--- src/sv/psesc_pkg.sv ---
// ----------------------------------------------------------------------------
// psesc_pkg
// Shared constants and types for the periodic sample event scheduler.
// ----------------------------------------------------------------------------
`default_nettype none

package psesc_pkg;

	// Default configuration of the scheduler.
	localparam int PSESC_CHANNELS  = 8;
	localparam int PSESC_TIME_BITS = 48;

	// Fixed widths of the item fields on the ports.
	localparam int FIELD_TIME_BITS  = 48;
	localparam int FIELD_MODE_BITS  = 2;
	localparam int FIELD_CHAN_BITS  = 3;
	localparam int FIELD_MASK_BITS  = 8;
	localparam int FIELD_COUNT_BITS = 32;
	localparam int TOL_BITS         = 16;
	localparam int CHANS_BITS       = 4;
	localparam int CFG_DATA_BITS    = 16;
	localparam int CFG_INDEX_BITS   = 1;

	// Item modes.
	localparam logic [FIELD_MODE_BITS-1:0] MODE_LOAD   = 2'd0;
	localparam logic [FIELD_MODE_BITS-1:0] MODE_CHECK  = 2'd1;
	localparam logic [FIELD_MODE_BITS-1:0] MODE_HANDLE = 2'd2;

	// Configuration register indexes.
	localparam logic [CFG_INDEX_BITS-1:0] CFG_TOLERANCE = 1'b0;
	localparam logic [CFG_INDEX_BITS-1:0] CFG_CHANNELS  = 1'b1;

	// Control of one channel cell.
	typedef struct packed {
		logic shift;
		logic load;
	} psesc_cell_ctrl_t;

endpackage

`default_nettype wire

--- src/sv/psesc_cell.sv ---
// ----------------------------------------------------------------------------
// psesc_cell
// One channel cell: holds a due time and an interval, loads from the item
// or takes its neighbor's contents when the ring rotates.
// ----------------------------------------------------------------------------
`default_nettype none

module psesc_cell
	import psesc_pkg::*;
#(
	parameter int TIME_BITS = PSESC_TIME_BITS
) (
	input  wire logic                 clk,
	input  wire logic                 arst_n,
	input  wire psesc_cell_ctrl_t     ctrl,
	input  wire logic [TIME_BITS-1:0] shift_due,
	input  wire logic [TIME_BITS-1:0] shift_per,
	input  wire logic [TIME_BITS-1:0] load_due,
	input  wire logic [TIME_BITS-1:0] load_per,
	output logic      [TIME_BITS-1:0] due,
	output logic      [TIME_BITS-1:0] per
);

	logic [TIME_BITS-1:0] due_q;
	logic [TIME_BITS-1:0] per_q;

	always_ff @(posedge clk or negedge arst_n) begin
		if (!arst_n) begin
			due_q <= '0;
			per_q <= '0;
		end else if (ctrl.load) begin
			due_q <= load_due;
			per_q <= load_per;
		end else if (ctrl.shift) begin
			due_q <= shift_due;
			per_q <= shift_per;
		end
	end

	assign due = due_q;
	assign per = per_q;

endmodule

`default_nettype wire

--- src/sv/psesc_head.sv ---
// ----------------------------------------------------------------------------
// psesc_head
// Fire decision at the head of the ring: judges the head channel due and
// advances its due time by its interval, saturating.
// ----------------------------------------------------------------------------
`default_nettype none

module psesc_head
	import psesc_pkg::*;
#(
	parameter int TIME_BITS = PSESC_TIME_BITS
) (
	input  wire logic                 fire_en,
	input  wire logic [TIME_BITS-1:0] due,
	input  wire logic [TIME_BITS-1:0] per,
	input  wire logic [TIME_BITS-1:0] limit,
	output logic                      fire,
	output logic      [TIME_BITS-1:0] due_next
);

	logic [TIME_BITS:0]   sum;
	logic [TIME_BITS-1:0] advanced;

	always_comb begin
		sum      = {1'b0, due} + {1'b0, per};
		advanced = sum[TIME_BITS] ? '1 : sum[TIME_BITS-1:0];
		fire     = fire_en && (due <= limit);
		due_next = fire ? advanced : due;
	end

endmodule

`default_nettype wire

--- src/sv/periodic_sample_event_scheduler.sv ---
// ----------------------------------------------------------------------------
// periodic_sample_event_scheduler
// Multi-channel periodic timer scheduler with step clamping and event firing.
// ----------------------------------------------------------------------------
// Channels live in a ring of CHANNELS cells. A load or an armed handle
// rotates the ring once through the head unit, one channel per cycle, which
// fires and advances due channels for a handle and rebuilds the earliest due
// time. Such an item passes the states EXEC, WALK and FINISH before the next
// item can be accepted; a check, an unarmed handle or an unused mode skips WALK.
// One item is in work at a time; a finished result waits in the output
// register while the next item is accepted.
`default_nettype none

module periodic_sample_event_scheduler
	import psesc_pkg::*;
#(
	parameter int CHANNELS  = PSESC_CHANNELS,
	parameter int TIME_BITS = PSESC_TIME_BITS
) (
	input  wire logic                        clk,
	input  wire logic                        arst_n,
	input  wire logic                        cfg_we,
	input  wire logic [CFG_INDEX_BITS-1:0]   cfg_index,
	input  wire logic [CFG_DATA_BITS-1:0]    cfg_data,
	input  wire logic                        in_valid,
	output logic                             in_ready,
	input  wire logic [FIELD_MODE_BITS-1:0]  mode,
	input  wire logic [FIELD_CHAN_BITS-1:0]  channel,
	input  wire logic [FIELD_TIME_BITS-1:0]  start_time,
	input  wire logic [FIELD_TIME_BITS-1:0]  period,
	input  wire logic [FIELD_TIME_BITS-1:0]  current_time,
	input  wire logic [FIELD_TIME_BITS-1:0]  proposed_step,
	output logic                             out_valid,
	input  wire logic                        out_ready,
	output logic      [FIELD_TIME_BITS-1:0]  step_out,
	output logic                             armed,
	output logic      [FIELD_MASK_BITS-1:0]  fired_mask,
	output logic      [FIELD_TIME_BITS-1:0]  next_due,
	output logic      [FIELD_COUNT_BITS-1:0] fired_total
);

	localparam int KW = (CHANNELS > 1) ? $clog2(CHANNELS) : 1;

	localparam logic [1:0] ST_IDLE   = 2'd0;
	localparam logic [1:0] ST_EXEC   = 2'd1;
	localparam logic [1:0] ST_WALK   = 2'd2;
	localparam logic [1:0] ST_FINISH = 2'd3;

	logic [1:0]                  state_q;
	logic [KW-1:0]               k_q;
	logic [TOL_BITS-1:0]         tol_q;
	logic [CHANS_BITS-1:0]       chans_q;
	logic [TIME_BITS-1:0]        earliest_q;
	logic                        armed_q;
	logic [FIELD_COUNT_BITS-1:0] count_q;
	logic [FIELD_MASK_BITS-1:0]  mask_q;
	logic [TIME_BITS-1:0]        step_res_q;
	logic [TIME_BITS-1:0]        limit_q;

	logic [FIELD_MODE_BITS-1:0]  mode_q;
	logic [FIELD_CHAN_BITS-1:0]  ch_q;
	logic [TIME_BITS-1:0]        start_q;
	logic [TIME_BITS-1:0]        per_q;
	logic [TIME_BITS-1:0]        now_q;
	logic [TIME_BITS-1:0]        step_q;

	logic                        out_valid_q;
	logic [FIELD_TIME_BITS-1:0]  out_step_q;
	logic                        out_armed_q;
	logic [FIELD_MASK_BITS-1:0]  out_mask_q;
	logic [FIELD_TIME_BITS-1:0]  out_due_q;
	logic [FIELD_COUNT_BITS-1:0] out_total_q;

	logic [TIME_BITS+1:0]        reach_sum;
	logic [TIME_BITS-1:0]        reach;
	logic [TIME_BITS:0]          limit_sum;
	logic [TIME_BITS-1:0]        limit;
	logic                        hit;
	logic [TIME_BITS-1:0]        gap;
	logic                        walking;
	logic                        active;
	logic                        last;
	logic                        out_free;

	logic [TIME_BITS-1:0]        cell_due [CHANNELS];
	logic [TIME_BITS-1:0]        cell_per [CHANNELS];
	logic                        head_fire;
	logic [TIME_BITS-1:0]        head_due_next;

	assign in_ready = (state_q == ST_IDLE);
	assign walking  = (state_q == ST_WALK);
	assign active   = (32'(k_q) < 32'(chans_q));
	assign last     = (k_q == KW'(CHANNELS - 1));
	assign out_free = !out_valid_q || out_ready;

	// The end of the step plus the tolerance, and the due limit for a handle.
	always_comb begin
		reach_sum = {2'b00, now_q} + {2'b00, step_q} + (TIME_BITS + 2)'(tol_q);
		reach     = (reach_sum[TIME_BITS+1:TIME_BITS] != 2'b00) ? '1
		            : reach_sum[TIME_BITS-1:0];
		limit_sum = {1'b0, now_q} + (TIME_BITS + 1)'(tol_q);
		limit     = limit_sum[TIME_BITS] ? '1 : limit_sum[TIME_BITS-1:0];
		hit       = (earliest_q <= reach) && (earliest_q >= now_q);
		gap       = earliest_q - now_q;
	end

	for (genvar i = 0; i < CHANNELS; i++) begin : g_cell
		psesc_cell_ctrl_t     ctrl;
		logic [TIME_BITS-1:0] sh_due;
		logic [TIME_BITS-1:0] sh_per;

		assign ctrl.shift = walking;
		assign ctrl.load  = (state_q == ST_EXEC) && (mode_q == MODE_LOAD)
		                    && (32'(ch_q) == i);

		// The tail cell takes the head channel back after the head unit.
		if (i == CHANNELS - 1) begin : g_tail
			assign sh_due = head_due_next;
			assign sh_per = cell_per[0];
		end else begin : g_mid
			assign sh_due = cell_due[i+1];
			assign sh_per = cell_per[i+1];
		end

		psesc_cell #(
			.TIME_BITS (TIME_BITS)
		) u_cell (
			.clk       (clk),
			.arst_n    (arst_n),
			.ctrl      (ctrl),
			.shift_due (sh_due),
			.shift_per (sh_per),
			.load_due  (start_q),
			.load_per  (per_q),
			.due       (cell_due[i]),
			.per       (cell_per[i])
		);
	end

	psesc_head #(
		.TIME_BITS (TIME_BITS)
	) u_head (
		.fire_en  (walking && (mode_q == MODE_HANDLE) && active),
		.due      (cell_due[0]),
		.per      (cell_per[0]),
		.limit    (limit_q),
		.fire     (head_fire),
		.due_next (head_due_next)
	);

	always_ff @(posedge clk or negedge arst_n) begin
		if (!arst_n) begin
			tol_q   <= '0;
			chans_q <= '0;
		end else if (cfg_we) begin
			unique case (cfg_index)
				CFG_TOLERANCE: tol_q   <= cfg_data;
				CFG_CHANNELS:  chans_q <= cfg_data[CHANS_BITS-1:0];
			endcase
		end
	end

	// The item fields are held for the whole of its work.
	always_ff @(posedge clk) begin
		if (in_valid && in_ready) begin
			mode_q  <= mode;
			ch_q    <= channel;
			start_q <= TIME_BITS'(start_time);
			per_q   <= TIME_BITS'(period);
			now_q   <= TIME_BITS'(current_time);
			step_q  <= TIME_BITS'(proposed_step);
		end
	end

	always_ff @(posedge clk or negedge arst_n) begin
		if (!arst_n) begin
			state_q    <= ST_IDLE;
			k_q        <= '0;
			earliest_q <= '1;
			armed_q    <= 1'b0;
			count_q    <= '0;
			mask_q     <= '0;
			step_res_q <= '0;
			limit_q    <= '0;
		end else begin
			unique case (state_q)
				ST_IDLE: begin
					if (in_valid) begin
						state_q <= ST_EXEC;
					end
				end
				ST_EXEC: begin
					k_q        <= '0;
					mask_q     <= '0;
					step_res_q <= '0;
					state_q    <= ST_FINISH;
					unique case (mode_q)
						MODE_LOAD: begin
							state_q <= ST_WALK;
						end
						MODE_CHECK: begin
							step_res_q <= step_q;
							if (hit) begin
								step_res_q <= gap;
								armed_q    <= 1'b1;
							end
						end
						MODE_HANDLE: begin
							if (armed_q) begin
								limit_q <= limit;
								state_q <= ST_WALK;
							end
						end
						default: begin
						end
					endcase
				end
				ST_WALK: begin
					k_q <= k_q + 1'b1;
					// With no channels in use the earliest due time stays.
					if (active && ((k_q == '0) || (head_due_next < earliest_q))) begin
						earliest_q <= head_due_next;
					end
					for (int b = 0; b < FIELD_MASK_BITS; b++) begin
						if (head_fire && (32'(k_q) == b)) begin
							mask_q[b] <= 1'b1;
						end
					end
					if (last) begin
						state_q <= ST_FINISH;
						if (mode_q == MODE_HANDLE) begin
							armed_q <= 1'b0;
							count_q <= count_q + 1'b1;
						end
					end
				end
				ST_FINISH: begin
					if (out_free) begin
						state_q <= ST_IDLE;
					end
				end
			endcase
		end
	end

	always_ff @(posedge clk or negedge arst_n) begin
		if (!arst_n) begin
			out_valid_q <= 1'b0;
		end else if ((state_q == ST_FINISH) && out_free) begin
			out_valid_q <= 1'b1;
		end else if (out_ready) begin
			out_valid_q <= 1'b0;
		end
	end

	always_ff @(posedge clk) begin
		if ((state_q == ST_FINISH) && out_free) begin
			out_step_q  <= FIELD_TIME_BITS'(step_res_q);
			out_armed_q <= armed_q;
			out_mask_q  <= mask_q;
			out_due_q   <= FIELD_TIME_BITS'(earliest_q);
			out_total_q <= count_q;
		end
	end

	assign out_valid   = out_valid_q;
	assign step_out    = out_step_q;
	assign armed       = out_armed_q;
	assign fired_mask  = out_mask_q;
	assign next_due    = out_due_q;
	assign fired_total = out_total_q;

endmodule

`default_nettype wire

--- config.mk ---
export PLATFORM = sky130hd
export DESIGN_NAME = periodic_sample_event_scheduler
export DESIGN_NICKNAME = d
export VERILOG_FILES = /design/src/sv/psesc_pkg.sv /design/src/sv/psesc_cell.sv /design/src/sv/psesc_head.sv /design/src/sv/periodic_sample_event_scheduler.sv
export SDC_FILE = /design/constraint.sdc
export NUM_CORES = 2
export LEC_CHECK = 0
export BUFFER_PORTS_ARGS = -buffer_cell sky130_fd_sc_hd__buf_4
export CAP_MARGIN = 20
export CORE_MARGIN = 4
export CORE_UTILIZATION = 40
export CTS_BUF_LIST = sky130_fd_sc_hd__clkbuf_16
export DETAILED_ROUTE_END_ITERATION = 6
export PLACE_DENSITY_LB_ADDON = 0.08
export SYNTH_ARGS = -nofsm -noshare
export SYNTH_HDL_FRONTEND = slang
export SYNTH_SLANG_ARGS = --single-unit
--- constraint.sdc ---
create_clock -name clk -period 8.6 [get_ports clk]
set_input_delay 0 -clock clk [delete_from_list [all_inputs] [get_ports clk]]
set_output_delay 0 -clock clk [all_outputs]
set_load 0.02 [all_outputs]
==> results.txt <==
The run finished with clean final reports. Top fanout value on the critical path: 48. The tools report the initial antenna violation count as 2. In this run the biggest area consumer among cell types represents 34.1% of the synthesized area.

The tools report the number of top-level pins as 358. The HPWL after detailed placement is 147000 µm. At the pin with the least slew margin, the transition time is 1.14 ns. The number of synthesized flops with an enable pin was 334. The routed layout has 50700 vias. During synthesis, Yosys emitted a total of 0 warnings. For met3 alone, demand over resource in global routing was 3.29%. Width of the die: 421 µm.

The number of sinks on the clock net was 1313; the clock buffer count from CTS was 152. Power spread over the standard cell area amounts to 356 nW/µm². Once placement finished, the instance area stood at 72700 µm².

In this run the post-CTS setup repair buffer count came out at 0. Across all setup checks in the final design, the least slack found is 0.666 ns. The core region is 170000 µm². At the end of routability-driven placement, the weighted congestion stood at 0.918. STA puts the critical path data required time at 9.26 ns. After detailed routing, the number of remaining DRC violations is 0.

Minimum period implied by the final worst setup slack: 7.93 ns. The worst setup path category was reg2reg. Dividing the synthesized area by the synthesized cell count gives 10.4 µm². The run gives 147 as the largest net degree at the start of global routing. The worst pin sits at a relative slew slack of 24.2%. Among all cell types in the netlist, the one instantiated most often is dfrtp_1. STA classifies the critical path startpoint as a flop. The tools report the total number of nets in the final design as 7734. For the distinct cell type count of the synthesized netlist, the log shows 91. The fraction of final layout cells with drive strength greater than 1 came out at 10.9%.

The tools report the clock tree root driver cell as clkbuf_16. In the finished design, the share of the clock period the worst path needs comes to 92.3%. TritonCTS built the clock tree.

Global routing consumed, on the met1 layer, 33.9% of the routing resources. The tools report the beginning of the worst register-to-register path as now_q[1]. After detailed routing, the average wire length per cell comes to 22.5 µm. The tools report the max-slew violation count as 0. Summed over all layers, the global routing overflow is 0. The leading area contributor after synthesis was dfrtp_1. The detail route stage leaves a number of antenna-violating nets equal to 0. After detailed routing, the total wire length is 214000 µm. Once the floorplan was initialized, standard cells occupied 40.3% of the core. The run gives 0.126 GHz as the maximum clock rate. STA classifies the critical path endpoint as a flop. The clock passes through at most 3 buffers. The die area came out at 178000 µm². The share of the yosys chip area belonging to registers is 50.6%. Before CTS, the worst setup slack after placement is 0.743 ns.

Dominant register cell in the synthesized netlist: dfrtp_1. The via density per instance works out to 5.34. By count the netlist is led by 931 x dfrtp_1, 877 x a21oi_1, 850 x nor2_1, 767 x mux2i_1, 372 x nand2_1. Setup repair after global routing left no endpoint under its margin. For the first-pass detailed-route iteration total, the log shows 5.

Max-cap violations in this run came to 0. The later pin in the worst-skew pair is clocked with a latency of 0.81 ns. Row generation in the floorplan step produced 151 rows. After routing, the total negative slack on setup checks comes to 0 ns.

After the first detailed-routing iteration, the DRC count stood at 3753. Across all hold checks on the routed design, the worst slack comes to 0.0917 ns. The logs give 29200 µW for the total design power and 23.6% for the global router's overall resource usage. In this run the cell area of the synthesized design comes to 68300 µm².

In this run, synthesis produced a sequential element count of 1313. For the worst clock skew, the log shows 0.0528 ns. By area the synthesized netlist is led by dfrtp_1 34%, edfxtp_1 15%, mux2i_1 11%, a21oi_1 6.4%, ha_1 6.4%. The layer with the highest usage after global routing is met2. The logs give 0 for the final-report hold violation count and 15600 for the fill cell instance count of the final layout. The most critical setup path has its startpoint at now_q[1].

During placement, the flow inserted port buffers numbering 357. The area growth from synthesis to layout is 19.9%. The tightest min-delay check is of the in2reg type. Setup violations remaining at the end of the flow were counted as 0.

Synthesis produced a netlist whose cell count is 6561. VDD sags by at most 0.274 mV. Global routing consumed, on the met2 layer, 38.0% of the routing resources. Counting every net in the synthesized netlist gives 7147. The clock transition at the registers of the reported paths works out to 0.06 ns.

The H-tree was split into 4 levels. Measured along the y axis, the die boundary spans 421 µm. Summing all non-filler instances in the final layout gives an area of 81900 µm².

The via count of the first global-routing pass is 50100. Leakage power figure: 0.0361 µW. STA puts the critical path data arrival time at 8.59 ns.

The async set-or-reset flop fraction in the synthesized netlist came out at 74.6%. In this run the most critical hold path is launched from cfg_data[0]. The global-route wire length before repair was 323000 µm.
[worst paths after layout]
check	slack, ns	endpoint	cells past startpoint
setup reg to reg	0.67	step_res_q[36]	23
setup / recovery	0.67	step_res_q[36]	23
min in group asynchronous	0.43	tol_q[13]	4
hold / removal	0.09	chans_q[0]	3
max in group asynchronous	6.38	g_cell[3].u_cell.due[11]	5
hold reg to reg	0.45	step_out[15]	0
[routing by layer]
metal	routed length (µm)	share of wire, %
met1	101000	47
met2	99200	46
met3	9390	4.4
met4	4690	2.2
met5	0	0
[cell usage in the layout, fill, tap and decap left out, types with 56 or more instances in the layout]
master	netlist	final
nand2_1	372	366
mux2i_1	767	767
xnor2_1	137	137
nand3_1	65	64
buf_4	2	415
ha_1	347	346
o21ai_0	334	334
dfrtp_1	931	931
inv_1	210	259
nor2_1	850	850
edfxtp_1	334	334
a21oi_1	877	877
xor2_1	56	56
a21o_1	83	83
clkbuf_16	0	159
dlygate4sd3_1	0	446
[stage by stage]
stage,util [%],instances
finish,48.3,9496
global route,48.3,9495
CTS,48.3,9495
detailed placement,42.8,8765
global placement,42.8,8765
floorplan,-,6561
[state kept, by name, summed over array words and instances, names as in the netlist, 2 cells and up]
register           flops
g_cell.u_cell.due    384
g_cell.u_cell.per    384
earliest_q            48
limit_q               48
next_due              48
now_q                 48
per_q                 48
start_q               48
step_out              48
step_q                48
step_res_q            48
count_q               32
fired_total           32
tol_q                 16
fired_mask             8
mask_q                 8
chans_q                4
ch_q                   3
k_q                    3
mode_q                 2
state_q                2
[timing repair]
action                                  CTS  global route
endpoints found under the setup margin    0             0
endpoints found under the hold margin   584             0
gates resized for setup                   0             0
hold buffers                            447             0
[layout make-up]
cell class | instances | area, µm² | area share [%]
sequential | 1313 | 34600 | 42.2
multi-input combinational | 4599 | 31300 | 38.2
timing repair buffer | 870 | 7760 | 9.47
clock buffer | 159 | 3980 | 4.86
tap | 2218 | 2780 | 3.39
inverter | 212 | 796 | 0.971
clock inverter | 124 | 777 | 0.948
antenna | 1 | 2.50 | 0.00305
[cells by family after synthesis]
logic type	Yosys count	share of synthesized area, %
buffers and inverters	649	3.84
and+or+nand+nor	1567	9.77
muxes	837	12.5
DFF	1313	50.6
xor gates and xnor gates	193	2.47
adders and majority gates	367	6.94
AOI/OAI and AO/OA	1635	13.9
[critical path, stage by stage, from the launching register on]
cell and delay, ns:
edfxtp_1 0.51, fa_1 0.55, ha_1 0.21, fa_1 0.26
a211oi_1 0.11, o21ai_1 0.23, a311oi_1 0.13, o21bai_1 0.21
a31oi_1 0.25, o31ai_1 0.79, a21oi_1 0.30, o41ai_1 0.28
mux2_2 0.81, nor2_1 0.14, ha_1 0.33, nand3_1 0.09
nor4_1 0.65, o2111a_1 0.29, a211oi_1 0.07, a21oi_1 0.54
a211oi_4 0.10, nand2_1 0.51, a31oi_1 0.08, a211o_1 0.29
[power by group]
group	leakage (µW)	switching, µW	internal, µW
registers	0.0157	2040	8820
clock network	0.00250	2720	3500
logic	0.0179	6760	5350
total	0.0361	11500	17700
Power figures use the tool's default switching activity.
